[src/ipv4_five_tuple_classifier_unit_macros.svh]
// assertion macros shared by the classifier modules
`ifndef IPV4_FIVE_TUPLE_CLASSIFIER_UNIT_MACROS_SVH
`define IPV4_FIVE_TUPLE_CLASSIFIER_UNIT_MACROS_SVH

// property checked at every clock edge outside reset
`define IFTC_ASSERT(label, prop, msg) \
   label: assert property (@(posedge clock) disable iff (reset) (prop)) else $error(msg);

// consequent must hold in the cycle after the antecedent
`define IFTC_ASSERT_NEXT(label, ante, cons, msg) \
   label: assert property (@(posedge clock) disable iff (reset) (ante) |=> (cons)) \
      else $error(msg);

`endif

[src/iftc_pkg.sv]
`timescale 1ns / 1ps

package iftc_pkg;

   // statistics counter width
   localparam int CntWidth = 64;
   typedef logic [CntWidth-1:0] cnt_type;

   // protocol constants
   localparam logic [15:0] EthertypeIpv4 = 16'h0800;
   localparam logic [7:0]  ProtoTcp      = 8'd6;
   localparam logic [7:0]  ProtoUdp      = 8'd17;

   // byte offsets within the frame
   localparam logic [5:0] PosTypeHi   = 6'd12;
   localparam logic [5:0] PosTypeLo   = 6'd13;
   localparam logic [5:0] PosProto    = 6'd23;
   localparam logic [5:0] PosSrcFirst = 6'd26;
   localparam logic [5:0] PosSrcLast  = 6'd29;
   localparam logic [5:0] PosDstFirst = 6'd30;
   localparam logic [5:0] PosDstLast  = 6'd33;
   localparam logic [5:0] PosSportHi  = 6'd34;
   localparam logic [5:0] PosSportLo  = 6'd35;
   localparam logic [5:0] PosDportHi  = 6'd36;
   localparam logic [5:0] PosDportLo  = 6'd37;
   localparam logic [5:0] PosMax      = 6'd63;

   // minimum frame lengths
   localparam logic [6:0] MinEthLen  = 7'd14;
   localparam logic [6:0] MinIpv4Len = 7'd34;
   localparam logic [6:0] MinUdpLen  = 7'd42;
   localparam logic [6:0] MinTcpLen  = 7'd54;

   // class action codes
   localparam logic [1:0] ActNone = 2'd0;
   localparam logic [1:0] ActDrop = 2'd1;
   localparam logic [1:0] ActMark = 2'd2;
   localparam logic [1:0] ActPass = 2'd3;

   // configuration register indexes
   localparam int CsrIdxWidth  = 4;
   localparam int CsrDataWidth = 32;
   localparam logic [CsrIdxWidth-1:0] RegSrcAddr  = 4'd0;
   localparam logic [CsrIdxWidth-1:0] RegSrcMask  = 4'd1;
   localparam logic [CsrIdxWidth-1:0] RegDstAddr  = 4'd2;
   localparam logic [CsrIdxWidth-1:0] RegDstMask  = 4'd3;
   localparam logic [CsrIdxWidth-1:0] RegPorts    = 4'd4;
   localparam logic [CsrIdxWidth-1:0] RegProtocol = 4'd5;
   localparam logic [CsrIdxWidth-1:0] RegAction   = 4'd6;
   localparam logic [CsrIdxWidth-1:0] RegMarkIdx  = 4'd7;

   // finished frame handed from parser to classifier
   typedef struct packed {
      logic [15:0] ether_type;
      logic [7:0]  protocol;
      logic [31:0] src_addr;
      logic [31:0] dst_addr;
      logic [15:0] sport;
      logic [15:0] dport;
      logic [5:0]  last_pos;
      cnt_type     bytes_total;
   } frame_rec_type;

endpackage

[src/iftc_if.sv]
`timescale 1ns / 1ps

// frame byte channel
interface iftc_req_if;
   logic       valid;
   logic       ready;
   logic [7:0] data_byte;
   logic       last_byte;

   modport source (output valid, output data_byte, output last_byte, input ready);
   modport sink (input valid, input data_byte, input last_byte, output ready);
endinterface

// verdict channel
interface iftc_rsp_if;
   logic                 valid;
   logic                 ready;
   logic                 verdict;
   logic                 set_index;
   logic [15:0]          index_value;
   iftc_pkg::cnt_type    packets_total;
   iftc_pkg::cnt_type    bytes_total;
   iftc_pkg::cnt_type    packets_passed;
   iftc_pkg::cnt_type    packets_dropped;
   iftc_pkg::cnt_type    packets_marked;

   modport source (output valid, output verdict, output set_index, output index_value,
                   output packets_total, output bytes_total, output packets_passed,
                   output packets_dropped, output packets_marked, input ready);
   modport sink (input valid, input verdict, input set_index, input index_value,
                 input packets_total, input bytes_total, input packets_passed,
                 input packets_dropped, input packets_marked, output ready);
endinterface

[src/iftc_parser.sv]
`timescale 1ns / 1ps
`include "ipv4_five_tuple_classifier_unit_macros.svh"

module iftc_parser (
   input  logic                   clock,
   input  logic                   reset,
   iftc_req_if.sink               req_bus,
   output logic                   rec_valid,
   input  logic                   rec_ready,
   output iftc_pkg::frame_rec_type rec
);

   logic [5:0]              pos_ff, pos_in;
   logic [15:0]             ether_type_ff, ether_type_in;
   logic [7:0]              protocol_ff, protocol_in;
   logic [31:0]             src_addr_ff, src_addr_in;
   logic [31:0]             dst_addr_ff, dst_addr_in;
   logic [15:0]             sport_ff, sport_in;
   logic [15:0]             dport_ff, dport_in;
   iftc_pkg::cnt_type       bytes_ff, bytes_in;
   logic                    rec_valid_ff, rec_valid_in;
   iftc_pkg::frame_rec_type rec_ff, rec_in;
   logic                    accept;
   logic [7:0]              b;

   assign req_bus.ready = !rec_valid_ff || rec_ready;
   assign accept        = req_bus.valid && req_bus.ready;
   assign b             = req_bus.data_byte;

   // field capture for the byte at the current position
   always_comb begin
      ether_type_in = ether_type_ff;
      protocol_in   = protocol_ff;
      src_addr_in   = src_addr_ff;
      dst_addr_in   = dst_addr_ff;
      sport_in      = sport_ff;
      dport_in      = dport_ff;
      if (pos_ff == iftc_pkg::PosTypeHi) begin
         ether_type_in = {b, 8'h00};
      end else if (pos_ff == iftc_pkg::PosTypeLo) begin
         ether_type_in = ether_type_ff | {8'h00, b};
      end else if (pos_ff == iftc_pkg::PosProto) begin
         protocol_in = b;
      end else if (pos_ff inside {[iftc_pkg::PosSrcFirst:iftc_pkg::PosSrcLast]}) begin
         src_addr_in = {src_addr_ff[23:0], b};
      end else if (pos_ff inside {[iftc_pkg::PosDstFirst:iftc_pkg::PosDstLast]}) begin
         dst_addr_in = {dst_addr_ff[23:0], b};
      end else if (pos_ff inside {iftc_pkg::PosSportHi, iftc_pkg::PosSportLo}) begin
         sport_in = {sport_ff[7:0], b};
      end else if (pos_ff inside {iftc_pkg::PosDportHi, iftc_pkg::PosDportLo}) begin
         dport_in = {dport_ff[7:0], b};
      end
      pos_in   = (pos_ff == iftc_pkg::PosMax) ? pos_ff : pos_ff + 6'd1;
      bytes_in = bytes_ff + iftc_pkg::cnt_type'(1);
   end

   // frame record built from the capture including the last byte
   always_comb begin
      rec_in.ether_type  = ether_type_in;
      rec_in.protocol    = protocol_in;
      rec_in.src_addr    = src_addr_in;
      rec_in.dst_addr    = dst_addr_in;
      rec_in.sport       = sport_in;
      rec_in.dport       = dport_in;
      rec_in.last_pos    = pos_ff;
      rec_in.bytes_total = bytes_in;
      rec_valid_in       = rec_valid_ff;
      if (rec_ready) begin
         rec_valid_in = 1'b0;
      end
      if (accept && req_bus.last_byte) begin
         rec_valid_in = 1'b1;
      end
   end

   // capture state, cleared after each last byte; the byte count keeps running
   always_ff @(posedge clock) begin
      if (reset) begin
         pos_ff        <= '0;
         ether_type_ff <= '0;
         protocol_ff   <= '0;
         src_addr_ff   <= '0;
         dst_addr_ff   <= '0;
         sport_ff      <= '0;
         dport_ff      <= '0;
         bytes_ff      <= '0;
         rec_valid_ff  <= 1'b0;
      end else begin
         rec_valid_ff <= rec_valid_in;
         if (accept) begin
            bytes_ff <= bytes_in;
            if (req_bus.last_byte) begin
               pos_ff        <= '0;
               ether_type_ff <= '0;
               protocol_ff   <= '0;
               src_addr_ff   <= '0;
               dst_addr_ff   <= '0;
               sport_ff      <= '0;
               dport_ff      <= '0;
            end else begin
               pos_ff        <= pos_in;
               ether_type_ff <= ether_type_in;
               protocol_ff   <= protocol_in;
               src_addr_ff   <= src_addr_in;
               dst_addr_ff   <= dst_addr_in;
               sport_ff      <= sport_in;
               dport_ff      <= dport_in;
            end
         end
      end
   end

   // record payload
   always_ff @(posedge clock) begin
      if (accept && req_bus.last_byte) begin
         rec_ff <= rec_in;
      end
   end

   assign rec_valid = rec_valid_ff;
   assign rec       = rec_ff;

   // checks
   `IFTC_ASSERT_NEXT(a_rec_hold, rec_valid_ff && !rec_ready,
                     rec_valid_ff && $stable(rec_ff), "frame record lost while stalled")
   `IFTC_ASSERT_NEXT(a_pos_clear, accept && req_bus.last_byte,
                     pos_ff == 6'd0 && src_addr_ff == 32'd0, "capture not cleared after frame")
   `IFTC_ASSERT_NEXT(a_pos_sat, accept && !req_bus.last_byte && pos_ff == iftc_pkg::PosMax,
                     pos_ff == iftc_pkg::PosMax, "byte position wrapped")
   `IFTC_ASSERT_NEXT(a_bytes_count, accept,
                     bytes_ff == $past(bytes_ff) + iftc_pkg::cnt_type'(1),
                     "byte counter missed a byte")

endmodule

[src/iftc_classifier.sv]
`timescale 1ns / 1ps
`include "ipv4_five_tuple_classifier_unit_macros.svh"

module iftc_classifier (
   input  logic                               clock,
   input  logic                               reset,
   input  logic                               csr_write_enable,
   input  logic [iftc_pkg::CsrIdxWidth-1:0]   csr_index,
   input  logic [iftc_pkg::CsrDataWidth-1:0]  csr_write_data,
   input  logic                               rec_valid,
   output logic                               rec_ready,
   input  iftc_pkg::frame_rec_type            rec,
   iftc_rsp_if.source                         rsp_bus
);

   logic [31:0]       src_addr_ff, src_mask_ff, dst_addr_ff, dst_mask_ff, ports_ff;
   logic [7:0]        proto_ff;
   logic [1:0]        action_ff;
   logic [15:0]       mark_idx_ff;

   logic              out_valid_ff;
   logic              verdict_ff, verdict_in;
   logic              set_index_ff, set_index_in;
   logic [15:0]       index_ff, index_in;
   iftc_pkg::cnt_type bytes_ff;
   iftc_pkg::cnt_type total_ff, passed_ff, dropped_ff, marked_ff;
   logic              inc_pass, inc_drop, inc_mark;
   logic              take;
   logic [6:0]        frame_len;
   logic              fits;
   logic [15:0]       sp, dp;
   logic              hit;

   // configuration registers
   always_ff @(posedge clock) begin
      if (reset) begin
         src_addr_ff <= '0;
         src_mask_ff <= '0;
         dst_addr_ff <= '0;
         dst_mask_ff <= '0;
         ports_ff    <= '0;
         proto_ff    <= '0;
         action_ff   <= iftc_pkg::ActNone;
         mark_idx_ff <= '0;
      end else if (csr_write_enable) begin
         case (csr_index)
            iftc_pkg::RegSrcAddr:  src_addr_ff <= csr_write_data;
            iftc_pkg::RegSrcMask:  src_mask_ff <= csr_write_data;
            iftc_pkg::RegDstAddr:  dst_addr_ff <= csr_write_data;
            iftc_pkg::RegDstMask:  dst_mask_ff <= csr_write_data;
            iftc_pkg::RegPorts:    ports_ff    <= csr_write_data;
            iftc_pkg::RegProtocol: proto_ff    <= csr_write_data[7:0];
            iftc_pkg::RegAction:   action_ff   <= csr_write_data[1:0];
            iftc_pkg::RegMarkIdx:  mark_idx_ff <= csr_write_data[15:0];
            default: ;
         endcase
      end
   end

   assign rec_ready = !out_valid_ff || rsp_bus.ready;
   assign take      = rec_valid && rec_ready;

   // filter match and verdict
   always_comb begin
      frame_len = {1'b0, rec.last_pos} + 7'd1;
      fits = (rec.protocol == iftc_pkg::ProtoTcp && frame_len >= iftc_pkg::MinTcpLen) ||
             (rec.protocol == iftc_pkg::ProtoUdp && frame_len >= iftc_pkg::MinUdpLen);
      sp = fits ? rec.sport : 16'd0;
      dp = fits ? rec.dport : 16'd0;
      hit = ((rec.src_addr & src_mask_ff) == (src_addr_ff & src_mask_ff)) &&
            ((rec.dst_addr & dst_mask_ff) == (dst_addr_ff & dst_mask_ff)) &&
            (proto_ff == 8'd0 || proto_ff == rec.protocol) &&
            (ports_ff[31:16] == 16'd0 || ports_ff[31:16] == sp) &&
            (ports_ff[15:0] == 16'd0 || ports_ff[15:0] == dp);
      verdict_in   = 1'b0;
      set_index_in = 1'b0;
      index_in     = 16'd0;
      inc_pass     = 1'b0;
      inc_drop     = 1'b0;
      inc_mark     = 1'b0;
      if (frame_len < iftc_pkg::MinEthLen) begin
         // runt frame
         verdict_in = 1'b1;
      end else if (rec.ether_type != iftc_pkg::EthertypeIpv4) begin
         // not ipv4: pass uncounted
         verdict_in = 1'b0;
      end else if (frame_len < iftc_pkg::MinIpv4Len) begin
         // truncated ipv4 header
         verdict_in = 1'b1;
      end else if (hit && action_ff == iftc_pkg::ActDrop) begin
         verdict_in = 1'b1;
         inc_drop   = 1'b1;
      end else begin
         if (hit && action_ff == iftc_pkg::ActMark) begin
            set_index_in = 1'b1;
            index_in     = mark_idx_ff;
            inc_mark     = 1'b1;
         end
         inc_pass = 1'b1;
      end
   end

   // result register and statistics
   always_ff @(posedge clock) begin
      if (reset) begin
         out_valid_ff <= 1'b0;
         total_ff     <= '0;
         passed_ff    <= '0;
         dropped_ff   <= '0;
         marked_ff    <= '0;
      end else begin
         if (take) begin
            out_valid_ff <= 1'b1;
            total_ff     <= total_ff + iftc_pkg::cnt_type'(1);
            passed_ff    <= passed_ff + iftc_pkg::cnt_type'(inc_pass);
            dropped_ff   <= dropped_ff + iftc_pkg::cnt_type'(inc_drop);
            marked_ff    <= marked_ff + iftc_pkg::cnt_type'(inc_mark);
         end else if (rsp_bus.ready) begin
            out_valid_ff <= 1'b0;
         end
      end
   end

   always_ff @(posedge clock) begin
      if (take) begin
         verdict_ff   <= verdict_in;
         set_index_ff <= set_index_in;
         index_ff     <= index_in;
         bytes_ff     <= rec.bytes_total;
      end
   end

   assign rsp_bus.valid           = out_valid_ff;
   assign rsp_bus.verdict         = verdict_ff;
   assign rsp_bus.set_index       = set_index_ff;
   assign rsp_bus.index_value     = index_ff;
   assign rsp_bus.packets_total   = total_ff;
   assign rsp_bus.bytes_total     = bytes_ff;
   assign rsp_bus.packets_passed  = passed_ff;
   assign rsp_bus.packets_dropped = dropped_ff;
   assign rsp_bus.packets_marked  = marked_ff;

   // checks
   `IFTC_ASSERT(a_drop_not_marked, !(out_valid_ff && verdict_ff && set_index_ff),
                "dropped frame also marked")
   `IFTC_ASSERT(a_index_zero, !(out_valid_ff && !set_index_ff && index_ff != 16'd0),
                "index given to unmarked frame")
   `IFTC_ASSERT_NEXT(a_total_step, take,
                     total_ff == $past(total_ff) + iftc_pkg::cnt_type'(1),
                     "frame counter missed a frame")
   `IFTC_ASSERT_NEXT(a_stats_hold, !take,
                     $stable(total_ff) && $stable(passed_ff) && $stable(dropped_ff),
                     "statistics changed without a frame")

endmodule

[src/ipv4_five_tuple_classifier_unit.sv]
`timescale 1ns / 1ps
// channel    | dir | handshake     | payload
// req_bus    | in  | valid/ready   | data_byte, last_byte
// rsp_bus    | out | valid/ready   | verdict, set_index, index_value, five counters
// csr port   | in  | write enable  | csr_index, csr_write_data
//
// one byte per cycle unless stalled; a verdict passes both stages after the last byte
// the byte parser register and the result register form the only two stages
// synchronous active-high reset clears the filter, the capture state and all counters
// a stalled result holds the record stage, which then holds the byte input

module ipv4_five_tuple_classifier_unit (
   input  logic                               clock,
   input  logic                               reset,
   iftc_req_if.sink                           req_bus,
   iftc_rsp_if.source                         rsp_bus,
   input  logic                               csr_write_enable,
   input  logic [iftc_pkg::CsrIdxWidth-1:0]   csr_index,
   input  logic [iftc_pkg::CsrDataWidth-1:0]  csr_write_data
);

   logic                    rec_valid;
   logic                    rec_ready;
   iftc_pkg::frame_rec_type rec;

   // byte capture
   iftc_parser u_parser (
      .clock     (clock),
      .reset     (reset),
      .req_bus   (req_bus),
      .rec_valid (rec_valid),
      .rec_ready (rec_ready),
      .rec       (rec)
   );

   // filter, action and statistics
   iftc_classifier u_classifier (
      .clock            (clock),
      .reset            (reset),
      .csr_write_enable (csr_write_enable),
      .csr_index        (csr_index),
      .csr_write_data   (csr_write_data),
      .rec_valid        (rec_valid),
      .rec_ready        (rec_ready),
      .rec              (rec),
      .rsp_bus          (rsp_bus)
   );

endmodule

[src/flat_wrapper.sv]
// flat-port wrapper written by rule: the top's interface ports become plain ports
module ipv4_five_tuple_classifier_unit_flat 
  (clock, reset, csr_write_enable, csr_index, csr_write_data, req_bus_valid, req_bus_data_byte, req_bus_last_byte, req_bus_ready, rsp_bus_valid, rsp_bus_verdict, rsp_bus_set_index, rsp_bus_index_value, rsp_bus_packets_total, rsp_bus_bytes_total, rsp_bus_packets_passed, rsp_bus_packets_dropped, rsp_bus_packets_marked, rsp_bus_ready);
  iftc_req_if req_bus_i ();
  iftc_rsp_if rsp_bus_i ();
  input  logic clock;
  input  logic reset;
  input  logic csr_write_enable;
  input  logic [iftc_pkg::CsrIdxWidth-1:0] csr_index;
  input  logic [iftc_pkg::CsrDataWidth-1:0] csr_write_data;
  input wire logic [$bits(req_bus_i.valid)-1:0] req_bus_valid;
  input wire logic [$bits(req_bus_i.data_byte)-1:0] req_bus_data_byte;
  input wire logic [$bits(req_bus_i.last_byte)-1:0] req_bus_last_byte;
  output wire logic [$bits(req_bus_i.ready)-1:0] req_bus_ready;
  output wire logic [$bits(rsp_bus_i.valid)-1:0] rsp_bus_valid;
  output wire logic [$bits(rsp_bus_i.verdict)-1:0] rsp_bus_verdict;
  output wire logic [$bits(rsp_bus_i.set_index)-1:0] rsp_bus_set_index;
  output wire logic [$bits(rsp_bus_i.index_value)-1:0] rsp_bus_index_value;
  output wire logic [$bits(rsp_bus_i.packets_total)-1:0] rsp_bus_packets_total;
  output wire logic [$bits(rsp_bus_i.bytes_total)-1:0] rsp_bus_bytes_total;
  output wire logic [$bits(rsp_bus_i.packets_passed)-1:0] rsp_bus_packets_passed;
  output wire logic [$bits(rsp_bus_i.packets_dropped)-1:0] rsp_bus_packets_dropped;
  output wire logic [$bits(rsp_bus_i.packets_marked)-1:0] rsp_bus_packets_marked;
  input wire logic [$bits(rsp_bus_i.ready)-1:0] rsp_bus_ready;
  assign req_bus_i.valid = req_bus_valid;
  assign req_bus_i.data_byte = req_bus_data_byte;
  assign req_bus_i.last_byte = req_bus_last_byte;
  assign req_bus_ready = req_bus_i.ready;
  assign rsp_bus_valid = rsp_bus_i.valid;
  assign rsp_bus_verdict = rsp_bus_i.verdict;
  assign rsp_bus_set_index = rsp_bus_i.set_index;
  assign rsp_bus_index_value = rsp_bus_i.index_value;
  assign rsp_bus_packets_total = rsp_bus_i.packets_total;
  assign rsp_bus_bytes_total = rsp_bus_i.bytes_total;
  assign rsp_bus_packets_passed = rsp_bus_i.packets_passed;
  assign rsp_bus_packets_dropped = rsp_bus_i.packets_dropped;
  assign rsp_bus_packets_marked = rsp_bus_i.packets_marked;
  assign rsp_bus_i.ready = rsp_bus_ready;
  ipv4_five_tuple_classifier_unit u_core (.clock(clock), .reset(reset), .req_bus(req_bus_i), .rsp_bus(rsp_bus_i), .csr_write_enable(csr_write_enable), .csr_index(csr_index), .csr_write_data(csr_write_data));
endmodule
[config.mk]
export PLATFORM = sky130hd
export DESIGN_NAME = ipv4_five_tuple_classifier_unit_flat
export DESIGN_NICKNAME = d
export VERILOG_FILES = /design/src/iftc_pkg.sv /design/src/iftc_if.sv /design/src/iftc_parser.sv /design/src/iftc_classifier.sv /design/src/ipv4_five_tuple_classifier_unit.sv /design/src/flat_wrapper.sv
export VERILOG_INCLUDE_DIRS = /design/src /design/src/src
export SDC_FILE = /design/constraint.sdc
export NUM_CORES = 2
export LEC_CHECK = 0
export ABC_AREA = 1
export BUFFER_PORTS_ARGS = -buffer_cell sky130_fd_sc_hd__buf_4
export CORE_UTILIZATION = 50
export CTS_CLUSTER_DIAMETER = 100
export CTS_CLUSTER_SIZE = 8
export DETAILED_ROUTE_END_ITERATION = 16
export GPL_ROUTABILITY_DRIVEN = 1
export GPL_TIMING_DRIVEN = 0
export PLACE_DENSITY = 0.69
export SYNTH_ARGS = -nofsm -noshare
export SYNTH_HDL_FRONTEND = slang
export SYNTH_SLANG_ARGS = --single-unit
[constraint.sdc]
create_clock -name clock -period 13.9 [get_ports clock]
set_input_delay 0.695 -clock clock [delete_from_list [all_inputs] [get_ports clock]]
set_output_delay 0.695 -clock clock [all_outputs]
set_load 0.05 [all_outputs]
# Yosys cells after proc, flatten, opt, wreduce, memory -nomap -nowiden
# Index checks and enable logic that the tools add are counted.
# word_totals
ff_bits	906
output_inout_bits	340
in_bits	50
word_cells	176
# classes
bitwise	6
mux	56
n_reduce_logical	39
addsub	7
order_cmp	8
eq_ne	26
# op_table
cell	count
32-bit two-way mux	11
16-bit two-way mux	20
64-bit by 1-bit adder with 64-bit output	3
64-bit by 1-bit adder with 64-bit output (second input constant)	2
32-bit AND	4
32-bit equality test	2
16-bit equality test	2
16-bit logical NOT	2
8-bit two-way mux	4
6-bit equality test (second input constant)	5
1-bit two-way mux	19
2-bit AND reduction	9
4-bit by 3-bit equality test with 1-bit output (second input constant)	4
16-bit by 12-bit != test with 1-bit output (second input constant)	1
16-bit by 8-bit bitwise OR with 16-bit output	1
7-bit by 6-bit >= comparator with 1-bit output (second input constant)	2
1-bit logical AND	13
6-bit by 4-bit equality test with 1-bit output (second input constant)	2
6-bit by 5-bit >= comparator with 1-bit output (second input constant)	2
6-bit two-way mux	2
4-bit by 2-bit equality test with 1-bit output (second input constant)	2
8-bit by 3-bit equality test with 1-bit output (second input constant)	1
8-bit by 5-bit equality test with 1-bit output (second input constant)	1
8-bit equality test	1
other kinds (18)	27

# Logic depth before layout (Yosys ltp)
# depth
depth_word	16
depth_mapped	37
depth_no_buf	36

# Hierarchy
# A second synthesis with hierarchy kept.
# hier_totals
hier_cells	5342
hier_area_um2	41563.6
# modules_own_cells
module	area_per_inst_um2	cells_per_inst	instances
iftc_classifier	24496.0	3287	1
iftc_parser	17067.6	2055	1

# Worst setup path before layout
# OpenSTA, ideal clock, no wires.
# synth_path
path_type	input-to-reg
from	input rsp_bus_ready
to	register u_core.u_parser.rec_ff, in the netlist u_core.u_parser.rec[0], enable pin
arrival_time_ns	9.655
path_stages	7
setup_slack_ns	3.500
setup_time_ns	0.745
path_cell_list	inv_1 -> nand2_2 -> nor2_1 -> inv_1 -> nand2_1 -> clkbuf_1 -> nor2_1
# synth_between
elab_chain_len	4
# synth_rtl
item	line	text
start: declaration	flat_wrapper.sv:24	input wire logic [$bits(rsp_bus_i.ready)-1:0] rsp_bus_ready;
1-bit logical OR	iftc_classifier.sv:60	assign rec_ready = !out_valid_ff || rsp_bus.ready;
1-bit logical OR	iftc_parser.sv:26	assign req_bus.ready = !rec_valid_ff || rec_ready;
via req_bus_ready	flat_wrapper.sv:14	output wire logic [$bits(req_bus_i.ready)-1:0] req_bus_ready;
1-bit logical AND	iftc_parser.sv:27	assign accept = req_bus.valid && req_bus.ready;
1-bit logical AND	iftc_parser.sv:115	if (accept && req_bus.last_byte) begin
end signal: assignment	iftc_parser.sv:116	rec_ff <= rec_in;
end: declaration	iftc_parser.sv:22	iftc_pkg::frame_rec_type rec_ff, rec_in;
# The timed path passes the listed nets, and every way through them passes these cells.
# A chain may end at the register's enable or synchronous reset.

# Final worst setup path
# layout_path
from	register u_core.u_parser.rec_ff, in the netlist u_core.u_parser.rec[64]
to	register u_core.u_classifier.passed_ff[60] (netlist: u_core.u_classifier.rsp_bus.packets_passed[60])
# layout_between
elab_chain_len	15
# layout_rtl
item	line	text
6-bit by 1-bit adder with 7-bit output (*)	iftc_classifier.sv:65	frame_len = {1'b0, rec.last_pos} + 7'd1;
7-bit by 6-bit >= comparator with 1-bit output, on equally long branches	iftc_classifier.sv:66, iftc_classifier.sv:67	
1-bit logical AND, on equally long branches	iftc_classifier.sv:66, iftc_classifier.sv:67	
1-bit logical OR	iftc_classifier.sv:66	fits = (rec.protocol == iftc_pkg::ProtoTcp && frame_len >= iftc_pkg::MinTcpLen) ||
16-bit two-way mux	iftc_classifier.sv:68	sp = fits ? rec.sport : 16'd0;
16-bit equality test	iftc_classifier.sv:73	(ports_ff[31:16] == 16'd0 || ports_ff[31:16] == sp) &&
1-bit logical OR	iftc_classifier.sv:73	
1-bit logical AND	iftc_classifier.sv:72	(proto_ff == 8'd0 || proto_ff == rec.protocol) &&
1-bit logical AND	iftc_classifier.sv:73	
1-bit logical AND	iftc_classifier.sv:90	end else if (hit && action_ff == iftc_pkg::ActDrop) begin
1-bit two-way mux	iftc_classifier.sv:90	
1-bit two-way mux	iftc_classifier.sv:87	end else if (frame_len < iftc_pkg::MinIpv4Len) begin
1-bit two-way mux	iftc_classifier.sv:84	end else if (rec.ether_type != iftc_pkg::EthertypeIpv4) begin
1-bit two-way mux (*)	iftc_classifier.sv:81	if (frame_len < iftc_pkg::MinEthLen) begin
64-bit by 1-bit adder with 64-bit output (*)	iftc_classifier.sv:115	passed_ff <= passed_ff + iftc_pkg::cnt_type'(inc_pass);
end signal: assignment	iftc_classifier.sv:115	
end: declaration	iftc_classifier.sv:26	iftc_pkg::cnt_type total_ff, passed_ff, dropped_ff, marked_ff;
# Every way passes the cells marked *; elsewhere a longest branch is shown, timed or not.

==> results.txt <==
The hold violation count in the final report came out at 0. In this run, post-CTS repair resized a total of 0 instances. The worst hold-check path type is primary input to flop. The die covers 81510 µm². VDD sags by at most 0.0001130 V. In the synthesized netlist the async set-or-reset flop fraction comes to 0%.

The average size of a mapped cell came out at 8.132 µm². The commonest cells after synthesis are sky130_fd_sc_hd__nand2_1, sky130_fd_sc_hd__dfxtp_1, sky130_fd_sc_hd__inv_1. Post-CTS timing repair inserted 0 buffers for setup.

The clock arrives with 0.02964 ns of skew. The die is 285.5 µm tall. The synthesis-stage register bit count is 906. The number of CTS-inserted buffers came out at 131. The setup violation total in the final timing report is 0. The final layout net count is 5538. The most instantiated library cell after synthesis is sky130_fd_sc_hd__nand2_1. Summed over all instances, the cell type with the most area after synthesis is sky130_fd_sc_hd__dfxtp_1. The worst setup path is launched from a flop. The time the worst path needs with I/O delays and setup came out at 5.719 ns.

The transition time of the tightest slew-check pin came out at 1.220 ns. The via count came out at 36390. The wire length of the first global-routing pass came out at 199.9 mm. The number of remaining DRC errors is 0.

The clock-pin slew of the registers on the worst-case setup and hold paths is 0.05 ns. Adding up every negative setup slack in the final design gives 0 ns. The number of sinks on the clock net is 906.

Counting flops with a built-in enable in the synthesized netlist gives 272. Relative to the synthesized area, the layout overhead comes to 20.50%. The mean routed wirelength per cell is 20.28 µm. The combined global-route utilization of all metal layers came out at 32.01%. The Yosys step of the flow raised 0 warnings. The total core area is 79260 µm². The required time of the worst setup path is 14.48 ns. The worst setup path is captured at a flop.

The netlist area before placement came out at 40190 µm². The HPWL reported at the end of detailed placement came out at 100.3 mm. The number of buffers inserted by hold repair at cts came out at 0. Summing the areas of all and, or, nand and nor instances in the mapped netlist gives 22.24% of the synthesized area. Ranked by total cell area, the synthesized netlist is headed by sky130_fd_sc_hd__dfxtp_1, sky130_fd_sc_hd__edfxtp_1, sky130_fd_sc_hd__nand2_1, sky130_fd_sc_hd__a21oi_1, sky130_fd_sc_hd__inv_1. The final cycle utilization of the critical path is 41.14%. The final estimated routing congestion in global placement came out at 0.9790. The instance area after placement is 44610 µm². Summing all flip-flop and latch instances after layout gives 20860 µm².

The critical path's slowest cell is sky130_fd_sc_hd__edfxtp_1. In this design, the critical path's most frequently occurring cell is sky130_fd_sc_hd__nand2_1. Setup repair after global routing left no endpoint under its margin. The wire length after detailed routing is 134.0 mm.

The number of routed nets with antenna violations came out at 0. Summed over all layers, the global routing overflow is 0. The depth of the CTS H-tree came out at 4. In the final layout, the multi-input gates occupy 16220 µm².

The leakage power summed over all cells is 17.84 nW. The instance count of the mapped netlist is 4942. The initial core utilization is 50.70%. The mux contribution to synthesized area came out at 1.289%.

The number of slew-limit violations in the final report came out at 0. The ratio of total power to cell area came out at 125.8 nW/µm². The share of the synthesized netlist area taken by xor and xnor gates is 3.269%. The maximum fanout along the worst path is 10. Clock latency on the worst-skew pair, taken at its later pin, is 0.72 ns. The clock tree from TritonCTS is yes.

The number of maximum-capacitance violations is 0. The first TritonRoute pass finished after 6 iterations. The worst setup slack after layout came out at 8.181 ns. In the synthesized netlist the dominant register cell turns out to be sky130_fd_sc_hd__dfxtp_1.

The final design area excluding fillers came out at 48420 µm². The run finished with clean final reports. The count of input and output buffers is 388.

The gate family responsible for the most delay along the worst path is simple AND/OR/NAND/NOR gates. The number of placed instances, taps included came out at 6390. The post-placement worst setup slack is 8.247 ns.

The share of synthesized area occupied by flip-flops and latches is 51.91%. The share of the core filled with cells is 61.10%. The proportion of layout cells with a drive suffix above 1 is 12.60%. The count of standard-cell rows came out at 103. The chip width came out at 285.5 µm.

The data arrival time at the worst-slack endpoint came out at 6.30 ns. The number of buffers and inverters on the critical path is 3. The delay of the slowest critical-path stage came out at 0.43 ns. The area share of the largest cell type after synthesis is 31.58%. The remaining max-slew budget at the tightest pin is 18.65%.

Entering global routing, the biggest net connects 37 pins. The synthesized netlist net count came out at 5007. The I/O pin count came out at 390. Of the total synthesized cell area, the portion taken by full adders, half adders and majority gates is 0.4670%. The count of cell types in the netlist came out at 62. The number of antenna violations at the first check in global routing is 1. In the routed layout, each cell is associated on average with a via count of 5.507.

The via count of the first global-routing pass is 33850. The maximum clock insertion buffer count is 3. The achievable frequency came out at 174.9 MHz.

The clock tree root buffer cell is sky130_fd_sc_hd__clkbuf_16. The design draws 6.090 mW. The type of the worst setup path is flop to flop. The compound-gate portion of the synthesized area came out at 13.08%. Counting the fill cells in the layout gives 7056. The number of standard cells in the final layout excluding fillers is 6609.

The final hold slack is 0.2704 ns. By area, the combinational part of the netlist is dominated by simple AND/OR/NAND/NOR gates. The number of violations reported at the end of detailed-routing iteration 0 came out at 3025.
## power by group
part / total [mW] / switching [mW] / internal (mW)
Combinational: 0.291 / 0.217 / 0.0734
Sequential: 2.82 / 0.0361 / 2.78
Clock: 2.98 / 1.21 / 1.77
## flip-flops by register name, indices dropped and copies added, names as in the netlist, 2 cells and up
| register | flops |
|---|---|
| u_core.u_parser.pos_ff | 6 |
| u_core.u_parser.ether_type_ff | 16 |
| u_core.u_classifier.rsp_bus.packets_total | 64 |
| u_core.u_classifier.rsp_bus.bytes_total | 64 |
| u_core.u_classifier.proto_ff | 8 |
| u_core.u_classifier.src_mask_ff | 32 |
| u_core.u_parser.src_addr_ff | 32 |
| u_core.u_classifier.dst_addr_ff | 32 |
| u_core.u_classifier.src_addr_ff | 32 |
| u_core.u_parser.bytes_ff | 64 |
| u_core.u_parser.sport_ff | 16 |
| u_core.u_classifier.dst_mask_ff | 32 |
| u_core.u_classifier.action_ff | 2 |
| u_core.u_classifier.rsp_bus.packets_passed | 64 |
| u_core.u_parser.protocol_ff | 8 |
| u_core.u_parser.rec | 190 |
| u_core.u_classifier.mark_idx_ff | 16 |
| u_core.u_classifier.rsp_bus.index_value | 16 |
| u_core.u_classifier.rsp_bus.packets_marked | 64 |
| u_core.u_classifier.rsp_bus.packets_dropped | 64 |
| u_core.u_parser.dst_addr_ff | 32 |
| u_core.u_parser.dport_ff | 16 |
| u_core.u_classifier.ports_ff | 32 |
## routing by layer
metal | part of all wire (%) | vias up | global-route usage, %
met5 | 0 | - | 0
met2 | 45 | 1417 | 50.98
li1 | - | 17500 | -
met3 | 9.0 | 306 | 8.565
met4 | 4.6 | 0 | 14.45
met1 | 41 | 17180 | 40.67
## worst register-to-register path: cells and delay by family, from the launching register on
kind                     cells  cell delay [ns]
flip-flops                   1             0.43
AND/OR/NAND/NOR             28             3.78
adder cells (fa/ha/maj)      3             0.76
XOR/XNOR                     1             0.17
buffers and inverters        3             0.46
## placed cells by master, fill, tap and decap left out, types with 12 or more instances in the layout
cell type                   Yosys  final
sky130_fd_sc_hd__ha_1          15     15
sky130_fd_sc_hd__nor3_2        16     16
sky130_fd_sc_hd__nor2_4        15     16
sky130_fd_sc_hd__buf_4          1    389
sky130_fd_sc_hd__a211oi_1      15     15
sky130_fd_sc_hd__clkbuf_16      0    132
sky130_fd_sc_hd__nand2_2       13     13
sky130_fd_sc_hd__clkbuf_1     147    217
sky130_fd_sc_hd__nand2_1      795    795
sky130_fd_sc_hd__nand3_1      133    133
sky130_fd_sc_hd__inv_1        633    633
sky130_fd_sc_hd__inv_2         12     12
sky130_fd_sc_hd__mux2_2        46     46
sky130_fd_sc_hd__o21a_1        28     28
sky130_fd_sc_hd__edfxtp_1     272    272
sky130_fd_sc_hd__xnor2_1       23     23
sky130_fd_sc_hd__dfxtp_1      634    634
sky130_fd_sc_hd__nand4_1       82     82
sky130_fd_sc_hd__a21oi_1      485    485
sky130_fd_sc_hd__o21ai_0      440    440
sky130_fd_sc_hd__nor3_1       172    172
sky130_fd_sc_hd__nor4_1        95     95
sky130_fd_sc_hd__nor2_2        13     13
sky130_fd_sc_hd__xor2_1       127    127
sky130_fd_sc_hd__o21ai_1       12     12
sky130_fd_sc_hd__nor2_1       609    608
## worst paths after layout
kind                                                         from                                                           to  slack [ns]  cells after the start
worst max-delay path            u_core.u_parser.rec[64]$_DFFE_PP_  u_core.u_classifier.rsp_bus.packets_passed[60]$_SDFFE_PP0P_        8.18                     35
worst min register to register  u_core.u_parser.rec[38]$_DFFE_PP_        u_core.u_classifier.rsp_bus.bytes_total[38]$_DFFE_PP_        0.41                      0
worst min-delay path                           csr_write_data[21]             u_core.u_classifier.src_mask_ff[21]$_SDFFE_PP0P_        0.27                      3
worst max register to register  u_core.u_parser.rec[64]$_DFFE_PP_  u_core.u_classifier.rsp_bus.packets_passed[60]$_SDFFE_PP0P_        8.18                     35
## layout make-up
| cell class | instances | area share [%] |
|---|---|---|
| Timing Repair Buffer | 398 | 6.398 |
| Sequential cell | 906 | 43.08 |
| Clock buffer | 202 | 7.364 |
| Multi-Input combinational cell | 3219 | 33.50 |
| Antenna cell | 2 | 0.01034 |
| Buffer | 168 | 1.403 |
| Tap cell | 1050 | 2.713 |
| Clock inverter | 15 | 0.5064 |
| Inverter | 649 | 5.031 |
## kinds of logic (layout without fill, tap and decap cells)
kind of cell | after synthesis | count (layout)
AND/OR/NAND/NOR | 1997 | 1997
adder cells (fa/ha/maj) | 15 | 15
buffers and inverters | 817 | 1432
multiplexers | 46 | 46
flip-flops | 906 | 906
XOR/XNOR | 150 | 150
AO/OA/AOI/OAI | 1011 | 1011
other | 0 | 2
Power figures use the tool's default switching activity.
